## config.mk

```make
export PLATFORM = sky130hd
export DESIGN_NAME = ldrwbf_cell
export DESIGN_NICKNAME = d
export VERILOG_FILES = /design/src/hdl/ldrwbf_pkg.sv /design/src/hdl/ldrwbf_cell.sv
export SDC_FILE = /design/constraint.sdc
export NUM_CORES = 1
export LEC_CHECK = 0
export BUFFER_PORTS_ARGS = -buffer_cell sky130_fd_sc_hd__buf_2
export CAP_MARGIN = 20
export CORE_MARGIN = 2
export CORE_UTILIZATION = 46
export CTS_CLUSTER_DIAMETER = 30
export DETAILED_ROUTE_END_ITERATION = 10
export PLACE_DENSITY = 0.76
export SETUP_SLACK_MARGIN = 0.4
export SYNTH_ARGS = -nofsm -noshare
export SYNTH_HDL_FRONTEND = slang
export SYNTH_SLANG_ARGS = --single-unit
```

## constraint.sdc

```tcl
create_clock -name clk_i -period 0.83 [get_ports clk_i]
set_input_delay 0.1245 -clock clk_i [delete_from_list [all_inputs] [get_ports clk_i]]
set_output_delay 0.1245 -clock clk_i [all_outputs]
set_load 0.05 [all_outputs]
```

## src/hdl/ldrwbf_pkg.sv

```systemverilog
package ldrwbf_pkg;

  // One BGRA pixel packed with blue in the lowest byte.
  typedef logic [31:0] px_t;

  // One window column, element 0 is the oldest row.
  typedef px_t [4:0] col_t;

  // Configuration register indexes.
  typedef enum logic [1:0] {
    CFG_FRAME_WIDTH  = 2'd0,
    CFG_FRAME_HEIGHT = 2'd1,
    CFG_GAIN         = 2'd2
  } cfg_idx_e;

  // Normalizing divisor 5*5*255*3*255 and its reciprocal scaled by 2**RECIP_SHIFT.
  localparam logic [22:0] LDR_DIVISOR = 23'd4876875;
  localparam logic [17:0] LDR_RECIP   = 18'd225454;
  localparam int unsigned RECIP_SHIFT = 40;

  // Channel limits.
  localparam logic [7:0] CHAN_MAX = 8'd255;

  // Stage loads for the channel lanes.
  typedef struct packed {
    logic ld_v;
    logic ld_r;
    logic ld_q;
  } lane_ctl_t;

endpackage

```

## src/hdl/ldrwbf_cell.sv

```systemverilog
module ldrwbf_cell
  import ldrwbf_pkg::*;
(
  input  logic        clk_i,
  input  logic        rst_ni,
  input  logic        shift_i,
  input  col_t        col_i,
  output col_t        col_o,
  output logic [11:0] sum_o
);

  col_t        col_q;
  logic [11:0] sum_q;
  logic [11:0] sum_d;

  // Sum of blue, green and red over the incoming column.
  always_comb begin
    sum_d = '0;
    for (int k = 0; k < 5; k++) begin
      sum_d = sum_d + 12'(col_i[k][7:0]) + 12'(col_i[k][15:8]) + 12'(col_i[k][23:16]);
    end
  end

  // The column moves one place along the chain on every shift.
  always_ff @(posedge clk_i or negedge rst_ni) begin
    if (!rst_ni) begin
      col_q <= '0;
      sum_q <= '0;
    end else if (shift_i) begin
      col_q <= col_i;
      sum_q <= sum_d;
    end
  end

  assign col_o = col_q;
  assign sum_o = sum_q;

endmodule

```

Word level (Yosys, flattened, before mapping) --
Cells that the tools add are included.
Operators by class: $add $sub $neg 14
Operators with widths (number):
- adder 12 x 8 -> 12 bit | 10
- adder 11 x 8 -> 12 bit | 1
- adder 10 x 8 -> 11 bit | 1
- adder 9 x 8 -> 10 bit | 1
- adder 8 x 8 -> 9 bit | 1
Storage, ports and cells: output and inout bits 172, bits in registers 172

Depth between registers and ports, before layout --
Gate-level depths: netlist of the first run.
depth in word-level cells 14, depth in mapped cells 18

Worst setup path after synthesis of the first run --
OpenSTA, ideal clock, no wires.
path type input port to flip-flop, from input port col_i[130] (netlist bit), to register sum_q[8] (netlist: sum_o[8]), slack -3.878 ns, stages on the path 16, data arrival time 4.573 ns, path buffers 0, data required time 0.696 ns, cell sequence inv_1 -> fa_1 -> fa_1 -> inv_1 -> fa_1 -> fa_1 -> inv_1 -> fa_1 -> inv_1 -> fa_1 -> ha_1 -> fa_1 -> a211o_1 -> a21oi_1 -> or4_1 -> nand4_1
Between the ends: cells in the longest elaborated chain, start to end 3
RTL lines:
- start, declared | line ldrwbf_cell.sv:7 | input col_t col_i,
- adder 12 x 8 -> 12 bit (3 in series) | line ldrwbf_cell.sv:20 | sum_d = sum_d + 12'(col_i[k][7:0]) + 12'(col_i[k][15:8]) + 12'(col_i[k][23:16]);
- end signal, assigned | line ldrwbf_cell.sv:31 | sum_q <= sum_d;
- end, declared | line ldrwbf_cell.sv:13 | logic [11:0] sum_q;
Every way passes these cells. A chain may end at the register's enable or synchronous reset.

Worst setup path after layout of the first run --
from input port col_i[82] (netlist bit), to register sum_q[8] (netlist: sum_o[8])
Between the ends: cells in the longest elaborated chain, start to end 7
RTL lines (line):
- adder 12 x 8 -> 12 bit (7 in series) | ldrwbf_cell.sv:20
Every way passes these cells.

==> flow_results.org, run 1 <==
** Floorplanning
- The die is 147.5 microns tall.
- Full die area :: 21,770 sq um
- Core Box Area :: 20,230 sq um
- Die boundary width :: 147.5 microns
- After floorplanning, the core was divided into 52 placement rows.
- Starting density of the core :: 46.84%
- Pin placement for this block handled 335 I/O pins.

** Critical path
- Worst R2R End :: col_o[96]
- The critical path in this run is classified as in -> reg.
- Data arrival, critical path :: 4.70 ns
- The most numerous cell type found on the critical path is sky130_fd_sc_hd__fa_1.
- CP Launch Type :: primary input
- Peak fanout along the critical path :: 3
- In this design, the stage delay of the slowest critical-path cell is 0.55 ns.
- R2R depth :: 3
- For the worst setup path, the data required time is 1.17 ns.
- Cell count along the critical path :: 17
- For this design, the slowest cell found on the critical path is sky130_fd_sc_hd__fa_1.
- Among cell families on the critical path, the largest total delay comes from adder cells.
- In this run the critical register-to-register path is launched from col_o[96].
- The worst setup path is captured at a flip-flop.
- Flop2flop setup slack :: -0.22 ns
- The critical path starts at col_i[82].
- Counting both buffers and inverters, the worst setup path holds a total of 5.
- CP cell instances :: buf_6 -> fa_1 -> inv_1 -> fa_1 -> inv_2 -> fa_1 -> fa_1 -> inv_1 -> fa_1 -> inv_1 -> fa_2 -> ha_4 -> fa_2 -> a211o_1 -> a21oi_2 -> or4_1 -> nand4_1
- Timing endpoint of the critical path :: sum_o[8]

** Flow run
- Across the run, the number of max-cap violations was 0.

** CTS
- CTS Buffer Depth :: 2
- Number of H-tree levels :: 4
- Latest clock arrival within the worst-skew pair :: 0.42 ns
- Counting every sink on the clock net gives 172.
- In this run, CTS created clock tree buffers numbering 17.
- Clock tree from TritonCTS :: built
- Clock transition at path regs :: 0.07 ns
- Cell at the root of the clock tree :: sky130_fd_sc_hd__clkbuf_16

** Synth
- FFs w/ async S/R, synth :: 100.0%
- Library cell occupying the most area in the post-synthesis netlist :: sky130_fd_sc_hd__dfrtp_1
- For this run, the leading register cell type out of synthesis is sky130_fd_sc_hd__dfrtp_1.
- Sequential area share after synthesis :: 45.41%
- Synth Instances :: 690
- Dividing the synthesized area by the synthesized cell count gives 13.74 sq um.
- Count of state elements after synthesis :: 172
- Number of warning messages in the yosys log :: 0
- Most used standard cells in the synthesized netlist :: sky130_fd_sc_hd__dfrtp_1, sky130_fd_sc_hd__mux2_2, sky130_fd_sc_hd__inv_1
- Post-synth EDFFs :: 0
- In the post-synthesis netlist, the biggest area contributors are sky130_fd_sc_hd__dfrtp_1, sky130_fd_sc_hd__fa_1, sky130_fd_sc_hd__mux2_2.
- Summed over its instances, the top area cell type makes up 45.41% of the synthesized netlist area.
- Yosys instantiated no cell more often than sky130_fd_sc_hd__dfrtp_1.
- Summing every instance area after synthesis gives 9478 sq um.
- Syn Nets :: 973
- Distinct cell type count after synthesis :: 37

** Timing
- In this run the tightest slew margin relative to its limit is 68.48%.
- The worst path uses 525.2% of the clock period.
- Unrepaired setup endpoints after global routing :: true
- Minimum clock period :: 4.359 ns
- Final setup fails :: 226
- The hold violation count in the final report is 310.
- Worst Setup Slack, final :: -3.529 ns
- For the pin with the worst max-slew slack, the measured transition is 0.4728 ns.
- Number of pins with negative max-slew slack in the final report :: 0
- Fmax achieved :: 0.2294 GHz
- Across the routed clock network, the largest skew measured is 0 ns.
- Final hold slack :: -0.4587 ns

** Placed design
- The congestion estimate from routability-driven global placement came to 0.8070.
- The HPWL after detailed placement is 18,620 microns.
- Port buffering added 334 buffers.
- Number of placed instances with taps included :: 1,336
- Placement Cell Area :: 12,720 sq um

** Power and ir drop
- Of the total power, the share spent switching nets is 41.76%.
- Logic pwr share :: 69.8%
- Cell Int Power :: 0.03654 W
- Of the total power, the clock network draws 13.0%.
- Design Power :: 0.06274 W
- NetSw :: 0.02620 W
- Dividing total power by cell area gives a power density of 4095 nW/um^2.
- Sequential share of power :: 17.2%
- VDD sags by at most 5458 uV.
- Leak :: 7.608 nW

** Detailed routing
- Once detail routing completed, the nets flagged for antenna violations numbered 0.
- TritonRoute pass-1 iters :: 4
- Number of vias per cell after detailed routing :: 4.791
- Residual DRC :: 0
- Final Routed Wirelength :: 26,900 microns
- Max layer used :: met5
- The first routing iteration left 181 violations.
- Detailed routing inserted a total of 6,870 vias.
- In the detailed route, the total length drawn on met3 is 1512 microns.
- After detailed routing, the average wire length per cell comes to 18.76 microns.
- The detailed router put a total of 10,010 microns of wire on met1.
- Metal2 WL :: 15,020 microns

** Global routing
- Across every metal layer, demand over resource in global routing totals 23.90%.
- Number of antenna violations at the first check in global routing :: 4
- The first global-routing pass estimated 40,230 microns of wire.
- The number of global-route vias before repair was 7,810.
- Global route total overflow :: 0
- Entering global routing, the biggest net connects 44 pins.

** Final layout
- Number of nets in the final layout :: 1,432
- For this run, the share of the core covered by cells in the final layout is 75.72%.
- Cells with a size suffix above 1 make up 74.16% of the layout.
- For this run, the number of standard cells in the final layout without fillers is 1,434.
- After routing the design area is 15,320 sq um.
- Compared with the post-synthesis result, the final layout area differs by 61.66%.

** Hold path
- Worst Hold Class :: in -> async

** Status
- Result of the run :: complete, but fails checks
- The final reports fail on hold timing, setup timing.
## cells by family (layout without fill, tap and decap cells)
logic type | after synthesis | after routing | share of synthesized area, %
AOI/OAI and AO/OA | 33 | 33 | 2.653
xor gates and xnor gates | 2 | 2 | 0.1849
adders and majority gates | 120 | 120 | 23.76
buffers and inverters | 181 | 652 | 7.419
DFF | 172 | 172 | 45.41
muxes | 165 | 165 | 19.60
other | 0 | 3 | 0
and+or+nand+nor | 17 | 17 | 0.9637
## sequential cells by signal (all words and copies together), names as in the netlist
signal	cells
col_o	160
sum_o	12
## repair_timing
| item | CTS | global route |
|---|---|---|
| buffers inserted | 29 | 35 |
| gates resized for setup | 405 | 55 |
| hold endpoints to repair | 317 | 317 |
| setup endpoints to repair | 344 | 344 |
| pin swaps | 33 | 11 |
## final cells by class
cell class                      instances  area [sq um]
Antenna cell                            3         7.507
Inverter                              160         625.6
Sequential cell                       172          4518
Fill cell                            1193          4912
Timing Repair Buffer                  461          4225
Clock buffer                           18         429.2
Tap cell                              270         337.8
Multi-Input combinational cell        337          5022
Clock inverter                         13         156.4
## power groups by stage
stage	combinational, W	sequential (W)	clock (W)
floorplan	0.0221	0.0144	0
global placement	0.0386	0.0106	0
detailed placement	0.0396	0.0106	0
CTS	0.0429	0.0107	0.00828
global route	0.0453	0.0109	0.00870
finish	0.0438	0.0108	0.00815
## metal layers
metal / GRT usage, % / up-vias
met5: 0 / -
met4: 5.096 / 2
met3: 5.957 / 26
met2: 45.65 / 252
met1: 26.87 / 3482
li1: - / 3108
## stage by stage
step	setup TNS (ns)	setup WS (ns)
6_report	-90.35	-3.529
5_1_grt	-98.77	-3.681
4_1_cts	-89.93	-3.514
3_5_place_dp	-80.49	-4.050
3_3_place_gp	-78.73	-3.986
2_1_floorplan	-57.60	-3.704
## cell usage in the layout, fill, tap and decap left out, types with 2 or more instances in the layout
master	count
sky130_fd_sc_hd__buf_6	221
sky130_fd_sc_hd__dfrtp_2	171
sky130_fd_sc_hd__buf_2	148
sky130_fd_sc_hd__inv_1	144
sky130_fd_sc_hd__mux2_4	118
sky130_fd_sc_hd__fa_1	97
sky130_fd_sc_hd__buf_4	60
sky130_fd_sc_hd__mux2_2	47
sky130_fd_sc_hd__buf_8	19
sky130_fd_sc_hd__clkbuf_16	17
sky130_fd_sc_hd__ha_1	15
sky130_fd_sc_hd__buf_12	13
sky130_fd_sc_hd__inv_2	12
sky130_fd_sc_hd__inv_8	5
sky130_fd_sc_hd__a21oi_2	5
sky130_fd_sc_hd__ha_4	5
sky130_fd_sc_hd__nand2_1	4
sky130_fd_sc_hd__clkinv_4	4
sky130_fd_sc_hd__diode_2	3
sky130_fd_sc_hd__a21oi_1	3
sky130_fd_sc_hd__o211ai_1	3
sky130_fd_sc_hd__nor2_1	3
sky130_fd_sc_hd__or3_1	3
sky130_fd_sc_hd__fa_2	3
sky130_fd_sc_hd__inv_6	3
sky130_fd_sc_hd__a211o_1	2
sky130_fd_sc_hd__o21a_1	2
sky130_fd_sc_hd__a2111o_1	2
sky130_fd_sc_hd__a211oi_2	2
sky130_fd_sc_hd__o21ai_1	2
sky130_fd_sc_hd__nand4_1	2
sky130_fd_sc_hd__a21o_1	2
sky130_fd_sc_hd__a31oi_1	2
sky130_fd_sc_hd__bufinv_16	2
## worst reg2reg max path, cell delays in order (launching register included)
cell and delay, ns:
sky130_fd_sc_hd__dfrtp_2 0.43, sky130_fd_sc_hd__buf_6 0.12, sky130_fd_sc_hd__buf_6 0.11, sky130_fd_sc_hd__mux2_4 0.27
## worst min-delay path by stage
stage            from    endpoint  slack [ns]
4_1_cts        rst_ni   col_o[33]       -0.47
2_1_floorplan  rst_ni    col_o[0]       -0.17
3_3_place_gp   rst_ni  col_o[156]       -0.01
6_report       rst_ni   col_o[33]       -0.46
5_1_grt        rst_ni  col_o[155]       -0.48
3_5_place_dp   rst_ni   col_o[33]       -0.01
(Power assumes the default switching activity.)
==> run 2, diff against run 1 <==
Settings changed: CORE_MARGIN 2 to 3.
==> run 2 against run 1 <==
- the run still ends with hold timing, setup timing left
- non-clock buffer count is 27 higher
- sequential power is essentially flat
- sequential share of layout area fell by 0.53 points
- via count is 3.1% higher
- utilization up 2.9 points
- design area up 1.8%
- critical path type unchanged
- largest power group unchanged
- highest routed layer unchanged
==> flow_results.org, run 2 (synthesis gave the netlist of run 1 again) <==
** Status
- The flow ran to the end, but the final reports show violations.
- Failing checks :: hold timing, setup timing

** Final layout
- For this run, the post-layout net count is 1,459.
- The register with the most flip-flops in the layout has 160 of them.
- Commonest non-fill, non-tap cell in the layout :: sky130_fd_sc_hd__buf_6
- The filler cells instantiated in the layout total 1,078.
- The count of cells in the finished layout, fillers not included, comes to 1,456.
- Fin area :: 15,610 sq um
- In the layout the commonest cells are sky130_fd_sc_hd__buf_6, sky130_fd_sc_hd__dfrtp_2, sky130_fd_sc_hd__buf_2.
- From synthesis to final layout, the design area changed by 64.65%.
- Layout cells sized above 1 :: 76.09%

** Critical path
- The setup check on the worst reg-to-reg path leaves a slack of -0.22 ns.
- Critical register-to-register path startpoint :: sum_o[2]
- STA classifies the critical path startpoint as a primary input.
- For the worst flop-to-flop path, the logic depth is 3.
- Worst R2R End :: sum_o[2]
- Timing startpoint of the critical path :: col_i[67]
- Worst Path Required :: 1.12 ns
- Category of the most critical setup path :: in -> reg
- Peak fanout along the critical path :: 2
- Setup crit end kind :: flip-flop
- In this run the worst setup path terminates at sum_o[8].
- STA puts the critical path data arrival time at 4.55 ns.

** CTS
- TritonCTS built the clock tree.
- CTS sink count :: 172
- The later pin in the worst-skew pair is clocked with a latency of 0.42 ns.
- Clock tree synthesis inserted a total of 17 buffers.
- Cell at the root of the clock tree :: sky130_fd_sc_hd__clkbuf_16
- Clock-pin slew was measured on the worst setup and hold paths at 0.07 ns.
- The longest clock path from root to sink contains 2 buffers.
- The H-tree generated during clock tree synthesis spans 4 levels.

** Global routing
- The first global-routing pass estimated 42,610 microns of wire.
- Entering global routing, the biggest net connects 55 pins.
- Total routing usage reported by global routing :: 24.78%
- Via count of the first global-routing pass :: 8,049
- The number of antenna violations at the first check in global routing came to 4.
- After global routing the overflow that remains totals 0.

** Detailed routing
- In the final routed layout, each cell accounts on average for 19.71 microns.
- Number of vias per cell after detailed routing :: 4.863
- The first TritonRoute pass finished after 4 iterations.
- Residual DRC :: 0
- Post-DRT Antenna Nets :: 0
- Iteration-0 DRC Markers :: 203
- DR vias :: 7,081
- The routed design has 28,690 microns of wire.

** Power and ir drop
- Max rail drop VDD :: 5295 uV
- Leak :: 7.736 nW
- For this design the ratio of total power to cell area is 3953 nW/um^2.

** Timing
- The tightest hold path in the finished design has a slack of -0.4729 ns.
- Worst Setup Slack, final :: -3.433 ns
- Setup repair after global routing could not meet its margin everywhere.
- The final max-slew violation count is 0.
- Final clock skew :: 0 ns
- Post-route clock period utilization :: 513.6%
- Derived from the worst setup path, the maximum achievable clock frequency is 0.2346 GHz.
- Final setup fails :: 240
- Measured against its own limit, the worst slew margin works out to 74.30%.
- The hold violation count in the final report came to 306.
- For the finished layout, the period the worst path requires is 4.263 ns.
- Slew at the pin with the worst max-slew slack :: 0.3856 ns

** Placed design
- Number of placed instances with taps included :: 1,337
- Placement Cell Area :: 12,770 sq um
- Once detailed placement completed, the half-perimeter wirelength came to 19,540 microns.
- Routability Congestion :: 0.7867
- Pre-CTS setup slack :: -4.029 ns
- During placement, the flow inserted port buffers numbering 334.

** Floorplanning
- The core region is 19,850 sq um.
- Die boundary width :: 149.5 microns
- For this design the top-level I/O count stands at 335.
- The initialized floorplan defines 51 standard-cell rows.
- The die covers 22,360 sq um.
- Die boundary height :: 149.5 microns
- Starting density of the core :: 47.76%

** Flow run
- Across the run, the number of max-cap violations was 0.

** Hold path
- In this run the worst hold path is classified as in -> async.
run 2: worst min path at each step:
stage / startpoint / end / slack, ns / cells past startpoint
after global placement: rst_ni / col_o[97] / -0.03 / 1
after global routing: rst_ni / col_o[138] / -0.48 / 1
after detailed placement: rst_ni / col_o[105] / -0.03 / 1
after floorplan: rst_ni / col_o[0] / -0.17 / 0
final: rst_ni / col_o[105] / -0.47 / 1
after CTS: rst_ni / col_o[138] / -0.48 / 1
run 2: layer usage:
layer  global-route usage, %  routed length, microns  part of all wire [%]
met5                       0                      13                 0.045
met4                   7.231                     704                   2.5
met3                   6.663                    2023                   7.1
met2                   45.34                   15890                    55
met1                   28.48                   10060                    35
run 2: report_power, final:
| part | internal, W | switching, W | total [W] |
|---|---|---|---|
| combinational | 0.0221 | 0.0211 | 0.0432 |
| clock | 0.00395 | 0.00376 | 0.00771 |
| sequential | 0.00983 | 0.000963 | 0.0108 |
| total | 0.0359 | 0.0258 | 0.0617 |
run 2: final cells by class:
cell class                 count  area [sq um]  share of cell area [%]
timing repair buffer         488          4538                   29.08
tap                          265         331.6                   2.125
clock inverter                14         125.1                  0.8018
clock buffer                  17         425.4                   2.726
antenna                        3         7.507                 0.04811
multi-input combinational    337          5031                   32.24
sequential                   172          4518                   28.95
inverter                     160         628.1                   4.025
run 2: per-stage QoR:
step	hold slack (ns)	total power, W	setup TNS, ns	utilization, %
after floorplan	-0.1711	0.03647	-57.60	-
after global placement	-0.03043	0.04898	-77.61	64.35
after detailed placement	-0.02806	0.04986	-78.99	64.35
after CTS	-0.4801	0.06051	-89.87	75.44
after global routing	-0.4847	0.06526	-99.75	78.63
final	-0.4729	0.06169	-92.19	78.63
run 2: what timing repair did:
action	CTS	global route
endpoints found under the setup margin	344	344
resized for setup	422	79
setup buffers	38	47
pin swaps	32	21
hold endpoints to repair	316	314
cloned	0	0
run 2: critical path, stage by stage:
cell and delay [ns]:
sky130_fd_sc_hd__buf_6 0.10, sky130_fd_sc_hd__fa_1 0.57, sky130_fd_sc_hd__inv_2 0.05, sky130_fd_sc_hd__fa_1 0.50, sky130_fd_sc_hd__inv_1 0.05, sky130_fd_sc_hd__fa_1 0.47
sky130_fd_sc_hd__fa_1 0.51, sky130_fd_sc_hd__fa_1 0.43, sky130_fd_sc_hd__fa_1 0.53, sky130_fd_sc_hd__buf_4 0.17, sky130_fd_sc_hd__fa_2 0.35, sky130_fd_sc_hd__a211o_1 0.33
sky130_fd_sc_hd__a21oi_2 0.16, sky130_fd_sc_hd__or4_1 0.12, sky130_fd_sc_hd__nand4_1 0.09
