===== config.mk =====
export PLATFORM = sky130hd
export DESIGN_NAME = ldrwbf_lane
export DESIGN_NICKNAME = d
export VERILOG_FILES = /design/src/hdl/ldrwbf_pkg.sv /design/src/hdl/ldrwbf_lane.sv
export SDC_FILE = /design/constraint.sdc
export NUM_CORES = 1
export LEC_CHECK = 0
export ABC_CLOCK_PERIOD_IN_PS = 10800
export BUFFER_PORTS_ARGS = -buffer_cell sky130_fd_sc_hd__buf_2
export CAP_MARGIN = 40
export CORE_MARGIN = 2
export CORE_UTILIZATION = 35
export DETAILED_ROUTE_END_ITERATION = 10
export GPL_TIMING_DRIVEN = 0
export PLACE_DENSITY_LB_ADDON = 0.12
export RECOVER_POWER = 50
export SYNTH_ARGS = -nofsm -noshare
export SYNTH_HDL_FRONTEND = slang
export SYNTH_SLANG_ARGS = --single-unit

===== constraint.sdc =====
create_clock -name clk_i -period 10.8 [get_ports clk_i]
set_input_delay 0.54 -clock clk_i [delete_from_list [all_inputs] [get_ports clk_i]]
set_output_delay 0.54 -clock clk_i [all_outputs]
set_load 0.02 [all_outputs]

===== src/hdl/ldrwbf_pkg.sv =====
package ldrwbf_pkg;

  // One BGRA pixel packed with blue in the lowest byte.
  typedef logic [31:0] px_t;

  // One window column, element 0 is the oldest row.
  typedef px_t [4:0] col_t;

  // Configuration register indexes.
  typedef enum logic [1:0] {
    CFG_FRAME_WIDTH  = 2'd0,
    CFG_FRAME_HEIGHT = 2'd1,
    CFG_GAIN         = 2'd2
  } cfg_idx_e;

  // Normalizing divisor 5*5*255*3*255 and its reciprocal scaled by 2**RECIP_SHIFT.
  localparam logic [22:0] LDR_DIVISOR = 23'd4876875;
  localparam logic [17:0] LDR_RECIP   = 18'd225454;
  localparam int unsigned RECIP_SHIFT = 40;

  // Channel limits.
  localparam logic [7:0] CHAN_MAX = 8'd255;

  // Stage loads for the channel lanes.
  typedef struct packed {
    logic ld_v;
    logic ld_r;
    logic ld_q;
  } lane_ctl_t;

endpackage


===== src/hdl/ldrwbf_lane.sv =====
module ldrwbf_lane
  import ldrwbf_pkg::*;
(
  input  logic               clk_i,
  input  lane_ctl_t          ctl_i,
  input  logic signed [23:0] gs_i,
  input  logic [7:0]         chan_i,
  output logic [7:0]         res_o
);

  logic [7:0]         c_q;
  logic signed [31:0] v_q;
  logic signed [31:0] v_d;
  logic signed [31:0] gs_ext;
  logic signed [31:0] c_ext;
  logic [30:0]        m_d;
  logic [30:0]        m_q;
  logic               neg_q;
  logic [48:0]        p_d;
  logic [7:0]         q0_q;
  logic [30:0]        qd_d;
  logic [31:0]        rem_d;
  logic [8:0]         q_q;
  logic [8:0]         q_d;
  logic signed [10:0] r_d;

  // Gain times window sum times channel.
  assign gs_ext = 32'(gs_i);
  assign c_ext  = $signed({24'd0, chan_i});
  assign v_d    = gs_ext * c_ext;

  // Magnitude and reciprocal estimate, low by at most one.
  assign m_d = v_q[31] ? 31'(-v_q) : v_q[30:0];
  assign p_d = 49'(m_d) * 49'(LDR_RECIP);

  // Correct the estimate with one multiply and compare.
  assign qd_d  = 31'(q0_q) * 31'(LDR_DIVISOR);
  assign rem_d = {1'b0, m_q} - {1'b0, qd_d};
  assign q_d   = {1'b0, q0_q} + ((rem_d >= 32'(LDR_DIVISOR)) ? 9'd1 : 9'd0);

  always_ff @(posedge clk_i) begin
    if (ctl_i.ld_v) begin
      c_q <= chan_i;
      v_q <= v_d;
    end
    if (ctl_i.ld_r) begin
      m_q   <= m_d;
      neg_q <= v_q[31];
      q0_q  <= p_d[RECIP_SHIFT+7:RECIP_SHIFT];
    end
    if (ctl_i.ld_q) begin
      q_q <= q_d;
    end
  end

  // Quotient truncates toward zero, then the sum is clamped to a byte.
  assign r_d = neg_q ? ($signed({3'b0, c_q}) - $signed({2'b0, q_q}))
                     : ($signed({3'b0, c_q}) + $signed({2'b0, q_q}));

  always_comb begin
    if (r_d < 0) begin
      res_o = '0;
    end else if (r_d > $signed({3'b0, CHAN_MAX})) begin
      res_o = CHAN_MAX;
    end else begin
      res_o = r_d[7:0];
    end
  end

endmodule


* Word level (Yosys, flattened, before mapping)
Cells that the tools add are included. Widths: inputs -> output; s select.
Operators by class: multipliers 3, add/subtract/negate cells 5, $lt $le $gt $ge 3, multiplexer cells 5
Operator list (number):
- $mul 31x17->47 const B | 1
- $ge 32x23->1 const B | 1
- $mul 24x9->32 | 1
- $sub 31x31->32 | 1
- $mul 8x23->31 const B | 1
- $mux 31 | 1
- $neg 31->31 | 1
- $mux 8 | 2
- $gt 11x9->1 const B | 1
- $lt 11x1->1 const B | 1
- $mux 11 | 1
- $add 8x9->10 | 1
- $sub 8x9->10 | 1
- $add 8x1->9 | 1
- $mux 1 | 1
Word-level totals: register bits 89, output and inout bits 8, logic and storage cells 22

* Depth between registers and ports, before layout
Gate-level depths: netlist (run 1).
word-level depth 5, gate-level depth with buffers 32, mapped depth without buffers 32

* Worst setup path after synthesis (run 1)
OpenSTA, ideal clock, no wires.
path type reg-to-reg, from register v_q[3], to register q0_q[7] (data pin), setup slack 2862 ps, data arrival time 7678 ps, required time 10540 ps, library setup time 260 ps, cell stages (with the launch flop) 29, path buffers 0, path through edfxtp_1 -> or4_4 -> or3_1 -> or3_4 -> nand2b_4 -> o31a_2 -> xor2_1 -> inv_1 -> fa_1 -> inv_1 -> fa_1 -> fa_1 -> inv_1 -> fa_1 -> inv_1 -> fa_1 -> inv_1 -> fa_1 -> inv_1 -> ha_1 -> nand2_1 -> nor2_1 -> o211ai_1 -> a211oi_1 -> nor2_1 -> o311a_1 -> o21ai_0 -> a21oi_1 -> xnor2_1
On the way: longest elaborated chain between the ends 3
RTL lines:
- from (decl) | RTL line ldrwbf_lane.sv:12 | logic signed [31:0] v_q;
- from (signal assigned) | RTL line ldrwbf_lane.sv:44 | v_q <= v_d;
- $neg 31->31 | RTL line ldrwbf_lane.sv:33 | assign m_d = v_q[31] ? 31'(-v_q) : v_q[30:0];
- $mux 31 | RTL line ldrwbf_lane.sv:33
- named net m_d[23] | RTL line ldrwbf_lane.sv:16 | logic [30:0] m_d;
- $mul 31x17->47 | RTL line ldrwbf_lane.sv:34 | assign p_d = 49'(m_d) * 49'(LDR_RECIP);
- named net p_d[47] | RTL line ldrwbf_lane.sv:19 | logic [48:0] p_d;
- to (signal assigned) | RTL line ldrwbf_lane.sv:49 | q0_q <= p_d[RECIP_SHIFT+7:RECIP_SHIFT];
- to (decl) | RTL line ldrwbf_lane.sv:20 | logic [7:0] q0_q;
The timed path passes the listed nets, and every way through them passes these cells. A chain may end at the register's enable or synchronous reset.

* Final worst setup path (run 1)
from register v_q[0], to register q0_q[7] (data pin)
The elaborated chain is that of the path after synthesis.

==> reports/qor.yml, run 1 <==
synth.avg_cell_area_sq_um: 9.77
relSlewSlack: -0.438
worstPathRequired_ps: 10920
vias: 16200
whs_endpoint: "q0_q[7]"
clock_latency_ps: 370
grt_max_degree: 41
syn_nets: 3272
placementRows: 95
status: "finished with violations"
ant_nets: 0
synth_enable_flop_cells: 89
rrSetupSlack_ps: 1820
wl_mm: 56.8
hp-class: "in -> reg"
die_area_sq_um: 69800
setup_viol: 0
fin_crit_sh: 0.831
grt_usage: 0.170
synth-async-reset-ratio: 0
htree_levels: 3
worstSetupStartpointType: "flop"
cts.sinks: 89
synth_top_area_share: 0.334
syn_to_final_growth_pct: 8.06
port-buffer-count: 43
antenna_found_initial: 3
ys.flop_type: "edfxtp_1"
fmax_mhz: 111
fin_crit_ps: 8980
numCtsBuffers: 9
ys_ff_latch: 89
synth_cell_types: 68
post_drt_wl_per_cell_um: 16.7
placed_cells: 3372
layout.cells.non_filler: 3391
gp_congestion: 0.912
synth.largest_area_cell: "fa_1"
tns_ps: 0
layout_common_cells: "inv_1 (641), ha_1 (414), fa_1 (396)"
slowest_delay_ps: 590
yosysWarningCount: 0
io_pins: 44
die_w_um: 264
critical_path_class: "reg -> reg"
firstDrtPassIters: 4
drive_gt1_frac: 0.0421
cts-root-buf: "clkbuf_16"
worstSetupEndpointType: "flop"
slew_viol_final: 81
synthesis.area_sq_um: 23700
crit_slowest_cell: "edfxtp_1"
drc: 0
cts.repair.resized: 0
dp.final_hpwl_mm: 50.0
reg2reg_to: "q0_q[7]"
maxCapViolations: 2
rr_worst_depth: 29
crit_fanout: 8
skew_ps: 15.1
synthTopCellsByArea: "fa_1 (33%), ha_1 (22%), edfxtp_1 (11%)"
rsz0062_at_grt: "no"
fillers: 6693
grt_pass1_vias: 17500
clkTransAtPathRegs_ps: 70
hold_buffers: 0
core-area_sq_um: 67200
cts_tree: "done"
hold_viol: 0
holdCritStartpoint: "ctl_i[1]"
critPathArrivalTime_ps: 9100
r2r-start: "v_q[0]"
final_common_cell: "inv_1"
cts_buffer_depth: 2
die_h_um: 264
start_util: 0.353
cts_setup_buffers: 0
worst_pin_slew_ps: 2160
grt_pass1_wl_mm: 93.3
drtIter0Drc: 564
fin_util: 0.381
grt-ovfl-total: 0
violations: "max-capacitance violations, max-slew violations"
synthCells: 2426
synth_seq_area_share: 0.113
via_per_inst: 4.77
hold_depth: 1
layout.nets: 3356
## worst max-delay path: cells and delay by family, from the launching register on
kind,cells,cell delay (ps)
DFF,1,590
and+or+nand+nor,7,1880
xor gates and xnor gates,2,600
buffers and inverters,7,680
AOI/OAI and AO/OA,6,1670
adders and majority gates,7,3280
## per-layer routing
layer	global-route usage	vias up	wire [um]
li1	-	7839	-
met1	0.223	8108	26100
met2	0.303	167	28400
met3	0.0121	55	1000
met4	0.0424	2	1220
met5	0	-	16
## sequential cells by signal (all words and copies together) (netlist names)
name   cells
q0_q       8
v_q       32
q_q        9
c_q        8
m_q       31
neg_q      1
## cell families (layout without fill, tap and decap cells)
| logic type | count (synthesis) | count (layout) | share of synthesized area |
|---|---|---|---|
| compound gates | 316 | 316 | 0.0871 |
| xor+xnor | 140 | 140 | 0.0517 |
| fa+ha+maj | 810 | 810 | 0.553 |
| buf+inv | 668 | 757 | 0.106 |
| flops | 89 | 89 | 0.113 |
| mux | 4 | 4 | 0.00174 |
| other cells | 0 | 3 | 0 |
| simple gates | 399 | 399 | 0.0876 |
## worst max-delay path by stage
stage / from / to / slack (ps) / cells past startpoint
6_report: v_q[0] / q0_q[7] / 1820 / 29
5_1_grt: v_q[0] / q0_q[7] / 1380 / 29
4_1_cts: v_q[0] / q0_q[7] / 1690 / 29
3_5_place_dp: v_q[0] / q0_q[7] / 1730 / 29
3_3_place_gp: v_q[0] / q0_q[7] / 1160 / 25
2_1_floorplan: v_q[3] / q0_q[7] / 2860 / 28
## final cells by class
cell class,instances,area [sq um],share of cell area
Antenna cell,3,7.51,0.000293
Buffer,26,101,0.00396
Clock buffer,9,225,0.00879
Clock inverter,7,72.6,0.00283
Inverter,642,2410,0.0941
Multi-Input combinational cell,1669,18600,0.725
Sequential cell,89,2670,0.104
Tap cell,873,1090,0.0427
Timing Repair Buffer,73,452,0.0176
## synthesized netlist by cell type (23+ instances only)
cell / n
nor2_1: 41
xor2_1: 54
edfxtp_1: 89
a21oi_1: 93
inv_1: 641
xnor2_1: 86
and2_1: 122
nand2_1: 129
a21o_1: 54
clkbuf_1: 23
o21ai_0: 55
ha_1: 414
fa_1: 396
## metrics by stage
| step | instance area (sq um) | setup slack [ps] | hold WS (ps) |
|---|---|---|---|
| floorplan | 23700 | 2860 | 482 |
| global placement | 25000 | 1160 | 787 |
| detailed placement | 25300 | 1730 | 749 |
| CTS | 25600 | 1690 | 428 |
| global route | 25600 | 1380 | 472 |
| finish | 25600 | 1820 | 465 |
Power of run 1 is not shown: default switching activity piles up to over one toggle a cycle in this logic, so the estimate is an artifact.
==> run 2, diff against run 1 <==
--- a/config.mk
+++ b/config.mk
@@ -5,7 +5,7 @@
 export SDC_FILE = /design/constraint.sdc
 export NUM_CORES = 1
 export LEC_CHECK = 0
-export ABC_CLOCK_PERIOD_IN_PS = 10800
+export ABC_CLOCK_PERIOD_IN_PS = 7800
 export BUFFER_PORTS_ARGS = -buffer_cell sky130_fd_sc_hd__buf_2
 export CAP_MARGIN = 40
 export CORE_MARGIN = 2
==> constraint.sdc (replaced) <==
create_clock -name clk_i -period 7.8 [get_ports clk_i]
set_input_delay 0.39 -clock clk_i [delete_from_list [all_inputs] [get_ports clk_i]]
set_output_delay 0.39 -clock clk_i [all_outputs]
set_load 0.02 [all_outputs]
==> reports/qor.yml, run 2 (same netlist as run 1, synthesis figures left out) <==
status: "finished with violations"  # unchanged
violations: "max-capacitance violations, max-slew violations, negative setup slack"  # was max-capacitance violations, max-slew violations
wl_mm: 57.9  # was 56.8 mm
hp-class: "in -> reg"  # unchanged
whs_ps: 308  # was 465 ps
firstDrtPassIters: 5  # was 4
crit_fanout: 6  # was 8
worstSetupEndpointType: "flop"  # unchanged
fmax_mhz: 126  # was 111 MHz
regMostFlops: "v_q"  # unchanged
grt_max_degree: 41  # unchanged
via_per_inst: 4.73  # was 4.77
io_pins: 44  # unchanged
maxCapViolations: 2  # unchanged
seq_area_sq_um: 2670  # unchanged
critPathArrivalTime_ps: 8050  # was 9100 ps
rsz0062_at_grt: "yes"  # was no
placementRows: 95  # unchanged
clock_latency_ps: 380  # was 370 ps
top_usage_layer: "met2"  # unchanged
layout_setup_ws_ps: -119  # was 1820 ps
post_drt_wl_per_cell_um: 16.8  # was 16.7 um
vias: 16300  # was 16200
largest_reg_flops: 32  # unchanged
grtUsageMet3: 0.0198  # was 0.0121
syn_to_final_growth_pct: 11.9  # was 8.06%
cts-root-buf: "clkbuf_16"  # unchanged
fin_crit_sh: 1.02  # was 0.831
numCtsBuffers: 9  # unchanged
port-buffer-count: 43  # unchanged
drc: 0  # unchanged
slowest_delay_ps: 560  # was 590 ps
use_met1: 0.223  # about the same
skew_ps: 13.4  # was 15.1 ps
grt_usage: 0.173  # was 0.170
fin_crit_ps: 7920  # was 8980 ps
crit_path_frequent_cell: "fa_1"
hold_buffers: 0  # unchanged
gp_congestion: 0.874  # was 0.912
largestRegisters: "v_q (32), m_q (31), q_q (9)"  # unchanged
worstPathRequired_ps: 7930  # was 10920 ps
dp.final_hpwl_mm: 50.0  # about the same
htree_levels: 3  # unchanged
die_h_um: 264  # unchanged
crit_slowest_cell: "or4_4"  # was edfxtp_1
layout_common_cells: "inv_1 (631), ha_1 (408), fa_1 (394)"  # was inv_1 (641), ha_1 (414), fa_1 (396)
drive_gt1_frac: 0.0868  # was 0.0421
multiInputGateArea_sq_um: 19100  # was 18600 sq um
drtIter0Drc: 522  # was 564
die_area_sq_um: 69800  # unchanged
worst_pin_slew_ps: 2140  # was 2160 ps
critical_path_class: "reg -> reg"  # unchanged
die_w_um: 264  # unchanged
cts_tree: "done"  # unchanged
final_common_cell: "inv_1"  # unchanged
slew_viol_final: 81  # unchanged
relSlewSlack: -0.425  # was -0.438
grt-ovfl-total: 0  # unchanged
start_util: 0.353  # unchanged
ant_nets: 0  # unchanged
core-area_sq_um: 67200  # unchanged
clkTransAtPathRegs_ps: 70  # about the same
grt_pass1_vias: 17700  # was 17500
antenna_found_initial: 4  # was 3
setup_viol: 4  # was 0
worstSetupStartpointType: "flop"  # unchanged
cts_buffer_depth: 2  # unchanged
cts.sinks: 89  # unchanged
fillers: 6687  # was 6693
hold_viol: 0  # unchanged
grt_pass1_wl_mm: 94.2  # was 93.3 mm
layout.nets: 3409  # was 3356
use_met2: 0.306  # was 0.303
==> run 2: cell type report <==
class | count | area share
Inverter | 642 | 0.0914
Sequential cell | 89 | 0.101
Multi-Input combinational cell | 1669 | 0.718
Tap cell | 873 | 0.0412
Buffer | 26 | 0.00401
Clock inverter | 7 | 0.00274
Timing Repair Buffer | 126 | 0.0327
Antenna cell | 1 | 0.0000944
Clock buffer | 9 | 0.00849
==> run 2: metal layers <==
layer  vias to the layer above  wire length, um
met5                         -               13
li1                       7945                -
met1                      8082            26000
met4                         2             1220
met2                       194            29100
met3                        56             1550
==> run 2: worst paths after layout <==
check / from / to / slack (ps) / cells past startpoint
setup / recovery: v_q[4] / q0_q[7] / -120 / 27
hold / removal: ctl_i[1] / q0_q[1] / 310 / 1
setup reg to reg: v_q[4] / q0_q[7] / -120 / 27
hold reg to reg: v_q[4] / m_q[4] / 770 / 2
==> run 2: worst max-delay path: cells and delay by family, from the launching register on <==
family	cells	cell delay, ps
adder cells (fa/ha/maj)	7	3270
AND/OR/NAND/NOR	6	1730
AO/OA/AOI/OAI	6	1300
buffers and inverters	6	620
flip-flops	1	390
XOR/XNOR	2	340
==> run 2: timing repair <==
action                                  in CTS  in global routing
hold endpoints to repair                     0                  0
endpoints found under the setup margin       8                  8
gates resized for setup                     75                 18
buffers inserted                            39                 15
pin swaps                                   48                 18
==> run 2: per-stage QoR <==
step	TNS, ps	cells	area (sq um)	util	setup slack, ps
finish	-400	3442	26500	0.395	-119
global route	-2120	3441	26500	0.395	-396
CTS	-205	3426	26300	0.392	-87.8
detailed placement	-10210	3372	25400	0.378	-1600
global placement	-10940	3342	25000	0.373	-1660
floorplan	0	2426	23700	-	51.4
Power of run 2 is left out for the same reason.
==> run 3, diff against run 2 <==
--- a/config.mk
+++ b/config.mk
@@ -5,9 +5,9 @@
 export SDC_FILE = /design/constraint.sdc
 export NUM_CORES = 1
 export LEC_CHECK = 0
+export ABC_AREA = 1
 export ABC_CLOCK_PERIOD_IN_PS = 7800
 export BUFFER_PORTS_ARGS = -buffer_cell sky130_fd_sc_hd__buf_2
-export CAP_MARGIN = 40
 export CORE_MARGIN = 2
 export CORE_UTILIZATION = 35
 export DETAILED_ROUTE_END_ITERATION = 10
==> reports/qor.yml, run 3 <==
synth-async-reset-ratio: 0  # unchanged
cts_buffer_depth: 2  # unchanged
synth_top_area_share: 0.301  # was 0.334
reg2reg_to: "q0_q[7]"  # unchanged
layout_common_cells: "inv_1 (937), nand2_1 (645), ha_1 (414)"  # was inv_1 (631), ha_1 (408), fa_1 (394)
die_h_um: 278  # was 264 um
ys_top_cells_by_count: "inv_1 (939), nand2_1 (645), ha_1 (414)"  # was inv_1 (641), ha_1 (414), fa_1 (396)
grt-ovfl-total: 0  # unchanged
io_pins: 44  # unchanged
clock_latency_ps: 380  # about the same
grt_usage: 0.185  # was 0.173
fmax_mhz: 135  # was 126 MHz
r2r-start: "v_q[0]"  # was v_q[4]
crit_slowest_cell: "fa_1"  # was or4_4
synthesis.area_sq_um: 26300  # was 23700 sq um
grt_pass1_wl_mm: 111  # was 94.2 mm
drtIter0Drc: 694  # was 522
grt_pass1_vias: 20800  # was 17700
maxCapViolations: 2  # unchanged
drc: 0  # unchanged
synth_enable_flop_cells: 89  # unchanged
yosysWarningCount: 0  # unchanged
largest_reg_flops: 32  # unchanged
tns_ps: 0  # was -400 ps
cts.sinks: 89  # unchanged
rr_worst_depth: 31  # was 27
critical_path_class: "reg -> reg"  # unchanged
gp_congestion: 0.850  # was 0.874
post_drt_wl_per_cell_um: 15.8  # was 16.8 um
relSlewSlack: -0.588  # was -0.425
wl_mm: 67.8  # was 57.9 mm
skew_ps: 12.7  # was 13.4 ps
rrSetupSlack_ps: 380  # was -120 ps
crit_family: "adder cells"  # unchanged
syn_to_final_growth_pct: 6.85  # was 11.9%
worstSetupEndpointType: "flop"  # unchanged
hold_depth: 0  # was 1
slowest_delay_ps: 590  # was 560 ps
regMostFlops: "v_q"  # unchanged
syn_nets: 4113  # was 3272
status: "finished with violations"  # unchanged
htree_levels: 3  # unchanged
vias: 19600  # was 16300
whs_ps: 452  # was 308 ps
ant_nets: 0  # unchanged
antenna_found_initial: 1  # was 4
dp.final_hpwl_mm: 61.2  # was 50.0 mm
grt_max_degree: 41  # unchanged
port-buffer-count: 19  # was 43
synth.avg_cell_area_sq_um: 8.05  # was 9.77 sq um
firstDrtPassIters: 5  # unchanged
cts-root-buf: "clkbuf_16"  # unchanged
die_w_um: 278  # was 264 um
hold_viol: 0  # unchanged
layout.nets: 4150  # was 3409
hold_buffers: 0  # unchanged
via_per_inst: 4.59  # was 4.73
fin_crit_ps: 7420  # was 7920 ps
synthTopCellsByArea: "fa_1 (30%), ha_1 (20%), inv_1 (13%)"  # was fa_1 (33%), ha_1 (22%), edfxtp_1 (11%)
fin_crit_sh: 0.951  # was 1.02
setup_viol: 0  # was 4
critPathArrivalTime_ps: 7550  # was 8050 ps
start_util: 0.353  # about the same
drive_gt1_frac: 0.0341  # was 0.0868
ys_ff_latch: 89  # unchanged
cts_tree: "done"  # unchanged
holdCritStartpoint: "v_q[31]"  # was ctl_i[1]
crit_fanout: 9  # was 6
violations: "max-capacitance violations, max-slew violations"  # was max-capacitance violations, max-slew violations, negative setup slack
synthCells: 3267  # was 2426
worstSetupStartpointType: "flop"  # unchanged
worstPathRequired_ps: 7930  # about the same
slew_viol_final: 82  # was 81
core-area_sq_um: 74400  # was 67200 sq um
final_common_cell: "inv_1"  # unchanged
hp-class: "reg -> reg"  # was in -> reg
path_buf_inv: 6  # unchanged
synth.largest_area_cell: "fa_1"  # unchanged
placementRows: 100  # was 95
numCtsBuffers: 9  # unchanged
fillers: 7890  # was 6687
synth_cell_types: 52  # was 68
synth_most_common_cell: "inv_1"  # unchanged
largestRegisters: "v_q (32), m_q (31), q_q (9)"  # unchanged
whs_endpoint: "neg_q"  # was q0_q[1]
die_area_sq_um: 77300  # was 69800 sq um
worst_pin_slew_ps: 2380  # was 2140 ps
clkTransAtPathRegs_ps: 70  # about the same
rsz0062_at_grt: "yes"  # unchanged
num_antenna_cells: 0  # was 1
ys.flop_type: "edfxtp_1"  # unchanged
crit_start: "v_q[0]"  # was v_q[4]
synth_seq_area_share: 0.102  # was 0.113
run 3: cell count changes after synthesis, moves of 18 or more:
cell,change
nand2_1,+516
inv_1,+298
xnor2_1,-45
nand4_1,+18
nand2b_1,-18
a21oi_1,+42
nor2_1,+115
nand3_1,+57
a21o_1,-33
and2_1,-120
run 3: cells by family after synthesis:
| family | share of synthesized area |
|---|---|
| AO/OA/AOI/OAI | 0.0607 |
| flip-flops | 0.102 |
| adder cells (fa/ha/maj) | 0.499 |
| AND/OR/NAND/NOR | 0.155 |
| buffers and inverters | 0.143 |
| XOR/XNOR | 0.0416 |
run 3: layer usage:
metal / GRT usage / up-vias / part of all wire
met5: 0 / - / 0.00019
met3: 0.0234 / 44 / 0.032
met2: 0.327 / 209 / 0.48
li1: - / 9930 / -
met1: 0.242 / 9443 / 0.47
met4: 0.0348 / 2 / 0.014
run 3: how the worst max path moves through the flow:
| stage | end | depth (start not counted) |
|---|---|---|
| 3_3_place_gp | q0_q[7] | 27 |
| 5_1_grt | q0_q[7] | 31 |
| 2_1_floorplan | q0_q[1] | 25 |
| 6_report | q0_q[7] | 31 |
| 3_5_place_dp | q0_q[7] | 27 |
| 4_1_cts | q0_q[7] | 31 |
run 3: worst reg2reg max path, delay by kind of cell (launching register included):
kind,cells,cell delay [ps]
XOR/XNOR,2,380
adder cells (fa/ha/maj),7,3470
buffers and inverters,6,690
flip-flops,1,440
AND/OR/NAND/NOR,16,2180
run 3: per-stage QoR:
stage / setup slack [ps] / area, sq um / utilization / std cells
6_report: 380 / 28100 / 0.377 / 4278
4_1_cts: 34.9 / 28100 / 0.377 / 4276
5_1_grt: -109 / 28100 / 0.377 / 4278
3_5_place_dp: -803 / 27700 / 0.372 / 4258
3_3_place_gp: -965 / 27600 / 0.371 / 4255
2_1_floorplan: 914 / 26300 / - / 3267
run 3: repair_timing:
action / 4_1_cts / 5_1_grt
setup endpoints to repair: 8 / 7
gates resized for setup: 8 / 7
buffers inserted: 2 / 2
pin swaps: 1 / 1
run 3: layout make-up:
cell class / instances / area [sq um] / share of cell area
inverters: 945 / 3550 / 0.126
multi-input cells: 2184 / 20000 / 0.712
clock inverters: 7 / 95.1 / 0.00338
well taps: 969 / 1210 / 0.0432
clock buffers: 9 / 225 / 0.00802
repair buffers: 26 / 138 / 0.00490
plain buffers: 49 / 214 / 0.00762
flip-flops and latches: 89 / 2670 / 0.0951
Power of run 3 is left out for the same reason.
